[config.mk]
export PLATFORM = sky130hd
export DESIGN_NAME = ber_tlv_splitter
export DESIGN_NICKNAME = d
export VERILOG_FILES = /design/src/rtl/btlv_pkg.sv /design/src/rtl/ber_tlv_splitter.sv
export SDC_FILE = /design/constraint.sdc
export NUM_CORES = 1
export LEC_CHECK = 0
export BUFFER_PORTS_ARGS = -buffer_cell sky130_fd_sc_hd__buf_2
export CAP_MARGIN = 40
export CORE_AREA = 2 2 231 233
export CTS_CLUSTER_DIAMETER = 50
export DETAILED_ROUTE_END_ITERATION = 12
export DIE_AREA = 0 0 233 235
export SLEW_MARGIN = 5
export SYNTH_ARGS = -nofsm -noshare
export SYNTH_HDL_FRONTEND = slang
export SYNTH_SLANG_ARGS = --single-unit
[constraint.sdc]
create_clock -name clk -period 3.1 [get_ports clk]
set_input_delay 0.31 -clock clk [delete_from_list [all_inputs] [get_ports clk]]
set_output_delay 0.31 -clock clk [all_outputs]
set_load 0.03 [all_outputs]
[src/rtl/btlv_pkg.sv]
// ----------------------------------------------------------------------------
// btlv_pkg
// Shared types and constants for the BER tag-length-value splitter.
// ----------------------------------------------------------------------------
package btlv_pkg;

  localparam int unsigned MAX_LENGTH_BYTES_DEFAULT = 4;
  localparam int unsigned OUT_DEPTH = 4;

  localparam logic [7:0] LEN_LONG_MARK = 8'h80;
  localparam logic [7:0] LEN_MASK      = 8'h7f;

  typedef enum logic [2:0] {
    PH_TAG     = 3'd0,
    PH_LEN     = 3'd1,
    PH_LONGLEN = 3'd2,
    PH_CONTENT = 3'd3,
    PH_INDEF   = 3'd4
  } phase_t;

  typedef enum logic [1:0] {
    KIND_HEADER  = 2'd0,
    KIND_CONTENT = 2'd1,
    KIND_END     = 2'd2,
    KIND_ERROR   = 2'd3
  } kind_t;

  typedef enum logic {
    ERR_NONE     = 1'b0,
    ERR_LONG_LEN = 1'b1
  } err_t;

  typedef struct packed {
    kind_t       kind;
    logic [7:0]  tag;
    logic [31:0] unit_length;
    logic        indefinite;
    logic [7:0]  data_byte;
    logic        last_of_unit;
    err_t        error_code;
  } result_t;

endpackage

[src/rtl/ber_tlv_splitter.sv]
// ----------------------------------------------------------------------------
// ber_tlv_splitter
// Splits a BER byte stream into tag-length-value units, one byte per item.
// ----------------------------------------------------------------------------
// A result is written into the result queue at the clock edge that accepts its byte.
// Throughput: one byte per cycle while in_ready is high; the parser state updates in one step.
// A byte pair of indefinite content yields two results, which drain through
// a four-entry result queue; in_ready is low while fewer than two are free.
// Reset: rst (synchronous) returns the parser to expecting a tag and empties
// the queue.
module ber_tlv_splitter #(
  parameter int unsigned MAX_LENGTH_BYTES = btlv_pkg::MAX_LENGTH_BYTES_DEFAULT
) (
  input  logic        clk,
  input  logic        rst,
  input  logic        in_valid,
  output logic        in_ready,
  input  logic [7:0]  in_byte,
  output logic        out_valid,
  input  logic        out_ready,
  output logic [1:0]  kind,
  output logic [7:0]  tag,
  output logic [31:0] unit_length,
  output logic        indefinite,
  output logic [7:0]  data_byte,
  output logic        last_of_unit,
  output logic        error_code
);

  localparam int unsigned LW = $clog2(MAX_LENGTH_BYTES + 1);
  localparam int unsigned PW = $clog2(btlv_pkg::OUT_DEPTH);
  localparam int unsigned CW = $clog2(btlv_pkg::OUT_DEPTH + 1);

  btlv_pkg::phase_t phase, phase_next;
  logic [7:0]  tag_held, tag_held_next;
  logic [31:0] length_acc, length_acc_next;
  logic [LW-1:0] length_bytes_left, length_bytes_left_next;
  logic [31:0] content_left, content_left_next;
  logic [7:0]  pair_first, pair_first_next;
  logic        pair_half, pair_half_next;

  btlv_pkg::result_t res0, res1;
  logic [1:0]  n_res;

  btlv_pkg::result_t fifo [btlv_pkg::OUT_DEPTH];
  logic [PW-1:0] wr_ptr, rd_ptr;
  logic [CW-1:0] count;

  logic in_fire, out_fire;
  logic [1:0] n_push;
  logic [31:0] acc_shift;
  logic [LW-1:0] left_dec;
  logic [31:0] indef_one, indef_two;

  assign in_fire  = in_valid && in_ready;
  assign out_fire = out_valid && out_ready;
  assign in_ready = count <= CW'(btlv_pkg::OUT_DEPTH - 2);
  assign out_valid = count != '0;

  assign acc_shift = {length_acc[23:0], in_byte};
  assign left_dec  = length_bytes_left - LW'(1);
  assign indef_one = length_acc + 32'd1;
  assign indef_two = length_acc + 32'd2;

  always_comb begin
    phase_next             = phase;
    tag_held_next          = tag_held;
    length_acc_next        = length_acc;
    length_bytes_left_next = length_bytes_left;
    content_left_next      = content_left;
    pair_first_next        = pair_first;
    pair_half_next         = pair_half;
    n_res = 2'd0;
    res0  = '{kind: btlv_pkg::KIND_HEADER, tag: tag_held, unit_length: 32'd0,
              indefinite: 1'b0, data_byte: 8'd0, last_of_unit: 1'b0,
              error_code: btlv_pkg::ERR_NONE};
    res1  = res0;
    case (phase)
      btlv_pkg::PH_LEN: begin
        if (in_byte < btlv_pkg::LEN_LONG_MARK) begin
          n_res = 2'd1;
          length_acc_next    = {24'd0, in_byte};
          content_left_next  = {24'd0, in_byte};
          res0.unit_length   = {24'd0, in_byte};
          res0.last_of_unit  = in_byte == 8'd0;
          phase_next = (in_byte == 8'd0) ? btlv_pkg::PH_TAG : btlv_pkg::PH_CONTENT;
        end else if (in_byte == btlv_pkg::LEN_LONG_MARK) begin
          n_res = 2'd1;
          length_acc_next = 32'd0;
          pair_half_next  = 1'b0;
          pair_first_next = 8'd0;
          phase_next      = btlv_pkg::PH_INDEF;
          res0.indefinite = 1'b1;
        end else if (32'(in_byte & btlv_pkg::LEN_MASK) > 32'(MAX_LENGTH_BYTES)) begin
          n_res = 2'd1;
          phase_next        = btlv_pkg::PH_TAG;
          res0.kind         = btlv_pkg::KIND_ERROR;
          res0.last_of_unit = 1'b1;
          res0.error_code   = btlv_pkg::ERR_LONG_LEN;
        end else begin
          length_acc_next        = 32'd0;
          length_bytes_left_next = LW'(in_byte[6:0]);
          phase_next             = btlv_pkg::PH_LONGLEN;
        end
      end
      btlv_pkg::PH_LONGLEN: begin
        length_acc_next        = acc_shift;
        length_bytes_left_next = left_dec;
        if (left_dec == '0) begin
          n_res = 2'd1;
          content_left_next = acc_shift;
          res0.unit_length  = acc_shift;
          res0.last_of_unit = acc_shift == 32'd0;
          phase_next = (acc_shift == 32'd0) ? btlv_pkg::PH_TAG : btlv_pkg::PH_CONTENT;
        end
      end
      btlv_pkg::PH_CONTENT: begin
        n_res = 2'd1;
        res0.kind         = btlv_pkg::KIND_CONTENT;
        res0.unit_length  = length_acc;
        res0.data_byte    = in_byte;
        res0.last_of_unit = content_left == 32'd1;
        content_left_next = content_left - 32'd1;
        if (content_left == 32'd1) begin
          phase_next = btlv_pkg::PH_TAG;
        end
      end
      btlv_pkg::PH_INDEF: begin
        if (!pair_half) begin
          pair_first_next = in_byte;
          pair_half_next  = 1'b1;
        end else begin
          pair_half_next = 1'b0;
          if (pair_first == 8'd0 && in_byte == 8'd0) begin
            n_res = 2'd1;
            res0.kind         = btlv_pkg::KIND_END;
            res0.unit_length  = length_acc;
            res0.indefinite   = 1'b1;
            res0.last_of_unit = 1'b1;
            phase_next        = btlv_pkg::PH_TAG;
          end else begin
            n_res = 2'd2;
            length_acc_next  = indef_two;
            res0.kind        = btlv_pkg::KIND_CONTENT;
            res0.unit_length = indef_one;
            res0.indefinite  = 1'b1;
            res0.data_byte   = pair_first;
            res1             = res0;
            res1.unit_length = indef_two;
            res1.data_byte   = in_byte;
          end
        end
      end
      default: begin
        tag_held_next = in_byte;
        phase_next    = btlv_pkg::PH_LEN;
      end
    endcase
  end

  assign n_push = in_fire ? n_res : 2'd0;

  always_ff @(posedge clk) begin
    if (rst) begin
      phase             <= btlv_pkg::PH_TAG;
      tag_held          <= 8'd0;
      length_acc        <= 32'd0;
      length_bytes_left <= '0;
      content_left      <= 32'd0;
      pair_first        <= 8'd0;
      pair_half         <= 1'b0;
      wr_ptr            <= '0;
      rd_ptr            <= '0;
      count             <= '0;
    end else begin
      if (in_fire) begin
        phase             <= phase_next;
        tag_held          <= tag_held_next;
        length_acc        <= length_acc_next;
        length_bytes_left <= length_bytes_left_next;
        content_left      <= content_left_next;
        pair_first        <= pair_first_next;
        pair_half         <= pair_half_next;
      end
      wr_ptr <= wr_ptr + PW'(n_push);
      if (out_fire) begin
        rd_ptr <= rd_ptr + PW'(1);
      end
      count <= count + CW'(n_push) - CW'(out_fire);
    end
  end

  always_ff @(posedge clk) begin
    if (n_push != 2'd0) begin
      fifo[wr_ptr] <= res0;
    end
    if (n_push == 2'd2) begin
      fifo[wr_ptr + PW'(1)] <= res1;
    end
  end

  assign kind         = fifo[rd_ptr].kind;
  assign tag          = fifo[rd_ptr].tag;
  assign unit_length  = fifo[rd_ptr].unit_length;
  assign indefinite   = fifo[rd_ptr].indefinite;
  assign data_byte    = fifo[rd_ptr].data_byte;
  assign last_of_unit = fifo[rd_ptr].last_of_unit;
  assign error_code   = fifo[rd_ptr].error_code;

  a_count_bound: assert property (@(posedge clk) disable iff (rst)
    count <= CW'(btlv_pkg::OUT_DEPTH))
    else $error("result queue overflow");

  a_count_track: assert property (@(posedge clk) disable iff (rst)
    !$past(rst) |-> count == $past(count) + CW'($past(n_push)) - CW'($past(out_fire)))
    else $error("result queue count out of step with pushes and pops");

  a_content_nonzero: assert property (@(posedge clk) disable iff (rst)
    phase == btlv_pkg::PH_CONTENT |-> content_left != 32'd0)
    else $error("content phase with no bytes left");

  a_pair_only_indef: assert property (@(posedge clk) disable iff (rst)
    n_res == 2'd2 |-> phase == btlv_pkg::PH_INDEF && pair_half)
    else $error("two results outside a completed indefinite pair");

endmodule
==> results by stage <==
Outcome:
- The flow ran to the end, and the final reports show no timing, DRC or antenna violations.

Power:
- The static power due to leakage is 6.34 nW.
- After layout, the design draws a total of 11.4 mW.
- The areal power density over the cells is 582 nW/µm².
- The worst-case IR drop observed on VDD is 0.349 mV.

Global route:
- For this run, the total global-route usage over all layers was measured as 0.195.
- The total global routing overflow is 0.
- The initial antenna violation count is 1.
- The number of global-route vias before repair is 14200.
- The wire length of the first global-routing pass is 83600 µm.
- Entering global routing, the biggest net connects 52 pins.

Clock tree:
- Clock tree synthesis selected as its root buffer the cell sky130_fd_sc_hd__clkbuf_16.
- Counting every sink on the clock net gives 308.
- The CTS buffer count is 37.
- The clock-pin slew reported for the worst setup and hold paths after clock tree synthesis is 0.06 ns.
- The CTS tree is done.
- The longest clock path from root to sink contains 3 buffers.
- The H-tree depth is 2.
- The post-CTS setup-driven buffer insertion count is 0.
- In this run, post-CTS hold repair placed 0 buffers.
- The clock latency on the worst-skew pair is 0.54 ns.
- Gates resized during post-CTS repair numbered 0.

Worst setup path:
- The type of the setup path with the least slack is reg -> reg.
- The worst setup slack for register-to-register paths is 0.19 ns.
- The origin of the critical flop-to-flop path is length_acc[2]$_SDFFE_PP0P_.
- Of all nets on the critical path, the largest fanout is 11.
- The endpoint arrival time on the critical path is 3.18 ns.
- The startpoint type of the worst setup path is a flop.
- The endpoint of the worst-slack reg-to-reg timing path is fifo[0][32]$_DFFE_PP_.
- The number of cells traversed by the worst register-to-register path is 8.
- The category of the worst setup path capture point is a flop.
- Data on the critical path is required at its endpoint by 3.36 ns.

Yosys:
- Summed over all instances, the cell type with the most area after synthesis is sky130_fd_sc_hd__edfxtp_1.
- The area fraction of the dominant cell type after synthesis is 0.361.
- In this run, synthesis produced a sequential element count of 308.
- The most frequent cell after synthesis is sky130_fd_sc_hd__edfxtp_1.
- The post-synthesis sequential area ratio is 0.491.
- After technology mapping, the gate count stands at 1606.
- In the synthesized netlist the dominant register cell turns out to be sky130_fd_sc_hd__edfxtp_1.
- After synthesis the cells add up to 16600 µm².
- The share of flip-flops with an asynchronous set or reset after synthesis is 0.
- The number of nets handed over by synthesis was 1631.
- After synthesis, the most frequently instantiated cells are sky130_fd_sc_hd__edfxtp_1, sky130_fd_sc_hd__nand2_1, sky130_fd_sc_hd__o22ai_1.
- For this run, the number of Yosys warnings is 0.
- Ranked by total cell area, the synthesized netlist is headed by sky130_fd_sc_hd__edfxtp_1, sky130_fd_sc_hd__dfxtp_1, sky130_fd_sc_hd__mux4_2.
- The average instance area after synthesis is 10.4 µm².
- The count of cell types in the netlist is 82.
- Yosys mapped a number of flops with a built-in enable equal to 200.

Cells and area:
- The net count reported at finish is 1720.
- The repair_antennas step left the layout with diodes totalling 0.
- Of the cells placed in the final design, the portion with a size suffix greater than 1 is 0.198.
- In the final layout, the multi-input gates occupy 7800 µm².
- The layout filler cell count is 5056.
- In the final layout, flip-flops and latches occupy 8170 µm².
- The area added between synthesis and finish is 17.8%.

Timing:
- Setup repair after global routing left no endpoint under its margin.
- The hold violation total from the final report was 0.
- Dividing the final minimum period by the clock period gives 0.940.
- Headroom to the max-slew limit came out at 0.453.
- On the final layout, the worst clock skew is 0.0135 ns.
- In the final timing run, aggregate negative setup slack is 0 ns.
- Setup violations remaining at the end of the flow were counted as 0.
- The achievable clock frequency is 0.343 GHz.
- The clock period could shrink to 2.91 ns.
- The transition time at the pin with the least slew margin is 0.812 ns.
- The number of pins with negative max-slew slack in the final report is 0.

Die:
- The region available for standard cell placement spans 52200 µm².
- The initial cell density of the core is 0.318.
- Pin placement for this block handled 67 I/O pins.
- The die is 235 µm tall.
- The width of the chip is 233 µm.
- The die covers 54800 µm².
- The floorplan has 84 rows.

Min path:
- The class of the worst hold path is in -> reg.
- Counting instances, the worst hold path has a depth of 2.
- The startpoint of the tightest hold check path is rst.
- The path with the worst hold slack has its endpoint at pair_half$_SDFFE_PP0P_.

Routing:
- The iteration-0 DRC count of the detailed router is 1448.
- The final wirelength is 53900 µm.
- The average vias per placed instance is 5.91.
- In the routed design, unresolved DRC markers number 0.
- The routed length per instance is 22.3 µm.
- The first detailed-routing pass ran for 7 iterations.
- The routed layout has 14200 vias.
- Once detail routing completed, the nets flagged for antenna violations numbered 0.

Placement:
- The count of buffers inserted at the top-level ports is 66.
- The routability-driven placement congestion ratio is 0.939.
- Detailed placement finished with a half-perimeter wire length of 35600 µm.

Run:
- The max capacitance violation total is 0.
-- registers in the layout, summed over array words and instances, names as in the netlist, named ones only --
signal / flops
wr_ptr: 2
fifo: 212
length_acc: 32
tag_held: 8
rd_ptr: 2
content_left: 32
pair_first: 8
count: 3
pair_half: 1
length_bytes_left: 3
phase: 3
-- kinds of logic (layout without fill, tap and decap cells) --
family | Yosys count | in the layout | synth area share
flops | 308 | 308 | 0.491
mux | 65 | 65 | 0.0792
xor+xnor | 51 | 51 | 0.0269
fa+ha+maj | 13 | 13 | 0.0102
buf+inv | 167 | 285 | 0.0411
simple gates | 513 | 513 | 0.157
compound gates | 489 | 489 | 0.194
-- cell usage in the layout (no fill, tap or decap), types with 13 or more instances in the layout --
cell type,netlist,final
sky130_fd_sc_hd__clkbuf_16,0,37
sky130_fd_sc_hd__a21oi_1,83,83
sky130_fd_sc_hd__buf_4,2,116
sky130_fd_sc_hd__and2_1,46,46
sky130_fd_sc_hd__xnor2_1,27,27
sky130_fd_sc_hd__buf_12,0,13
sky130_fd_sc_hd__mux4_2,53,53
sky130_fd_sc_hd__dfxtp_1,108,106
sky130_fd_sc_hd__edfxtp_1,200,200
sky130_fd_sc_hd__nor3_1,40,40
sky130_fd_sc_hd__and3_1,16,16
sky130_fd_sc_hd__o22ai_1,125,125
sky130_fd_sc_hd__nor4_1,25,25
sky130_fd_sc_hd__o21ai_0,83,83
sky130_fd_sc_hd__nand3_1,43,43
sky130_fd_sc_hd__inv_1,18,18
sky130_fd_sc_hd__nand2_1,142,139
sky130_fd_sc_hd__nor2_1,104,101
sky130_fd_sc_hd__o2bb2ai_1,28,28
sky130_fd_sc_hd__a22oi_1,19,19
sky130_fd_sc_hd__xor2_1,24,24
sky130_fd_sc_hd__buf_2,39,68
sky130_fd_sc_hd__o21ai_1,15,15
sky130_fd_sc_hd__nand4_1,26,26
-- worst max-delay path by stage --
| stage | startpoint | end | cells after the start | slack, ns |
|---|---|---|---|---|
| global route | pair_first[0]$_SDFFE_PP0P_ | count[2]$_SDFF_PP0_ | 12 | 0.05 |
| CTS | phase[2]$_SDFFE_PP0P_ | fifo[3][27]$_DFFE_PP_ | 6 | 0.20 |
| global placement | in_byte[4] | count[2]$_SDFF_PP0_ | 12 | 0.03 |
| finish | length_acc[2]$_SDFFE_PP0P_ | fifo[0][32]$_DFFE_PP_ | 8 | 0.19 |
| floorplan | in_byte[4] | fifo[1][43]$_DFFE_PP_ | 7 | 0.1 |
| detailed placement | in_byte[4] | count[2]$_SDFF_PP0_ | 12 | 0.008 |
-- critical path: stages (launching register included) --
cell and delay (ns):
sky130_fd_sc_hd__dfxtp_1 0.48, sky130_fd_sc_hd__ha_1 0.34, sky130_fd_sc_hd__nand3_1 0.23, sky130_fd_sc_hd__nor4_1 0.35, sky130_fd_sc_hd__buf_4 0.24, sky130_fd_sc_hd__nand2_1 0.20
sky130_fd_sc_hd__a311o_1 0.41, sky130_fd_sc_hd__nor2_1 0.25, sky130_fd_sc_hd__o22ai_1 0.14
-- power by group --
| part | switching [mW] | total (mW) | internal, mW |
|---|---|---|---|
| Combinational | 1.52 | 2.48 | 0.965 |
| Sequential | 0.176 | 4.64 | 4.46 |
| Clock | 1.80 | 4.27 | 2.47 |
-- metal layers --
layer / GRT usage / routed length (µm)
met2: 0.304 / 24700
met5: 0 / 11
met1: 0.264 / 22500
met3: 0.0420 / 4860
met4: 0.0726 / 1830
-- cell type report --
cell class	count	area share
clock buffers	45	0.0506
inverters	20	0.00384
multi-input cells	1131	0.398
repair buffers	197	0.0752
well taps	688	0.0440
flip-flops and latches	308	0.418
clock inverters	23	0.0105
-- per-stage QoR --
step	cells	worst slack (ns)	instance area [µm²]	hold WS (ns)	util
2_1_floorplan	1606	0.0991	16600	0.432	-
3_3_place_gp	2341	0.0252	18400	0.444	0.351
3_5_place_dp	2344	0.00812	18400	0.450	0.352
4_1_cts	2412	0.201	19600	0.191	0.375
5_1_grt	2412	0.0501	19600	0.224	0.375
6_report	2412	0.186	19600	0.224	0.375
(Power assumes the default switching activity.)
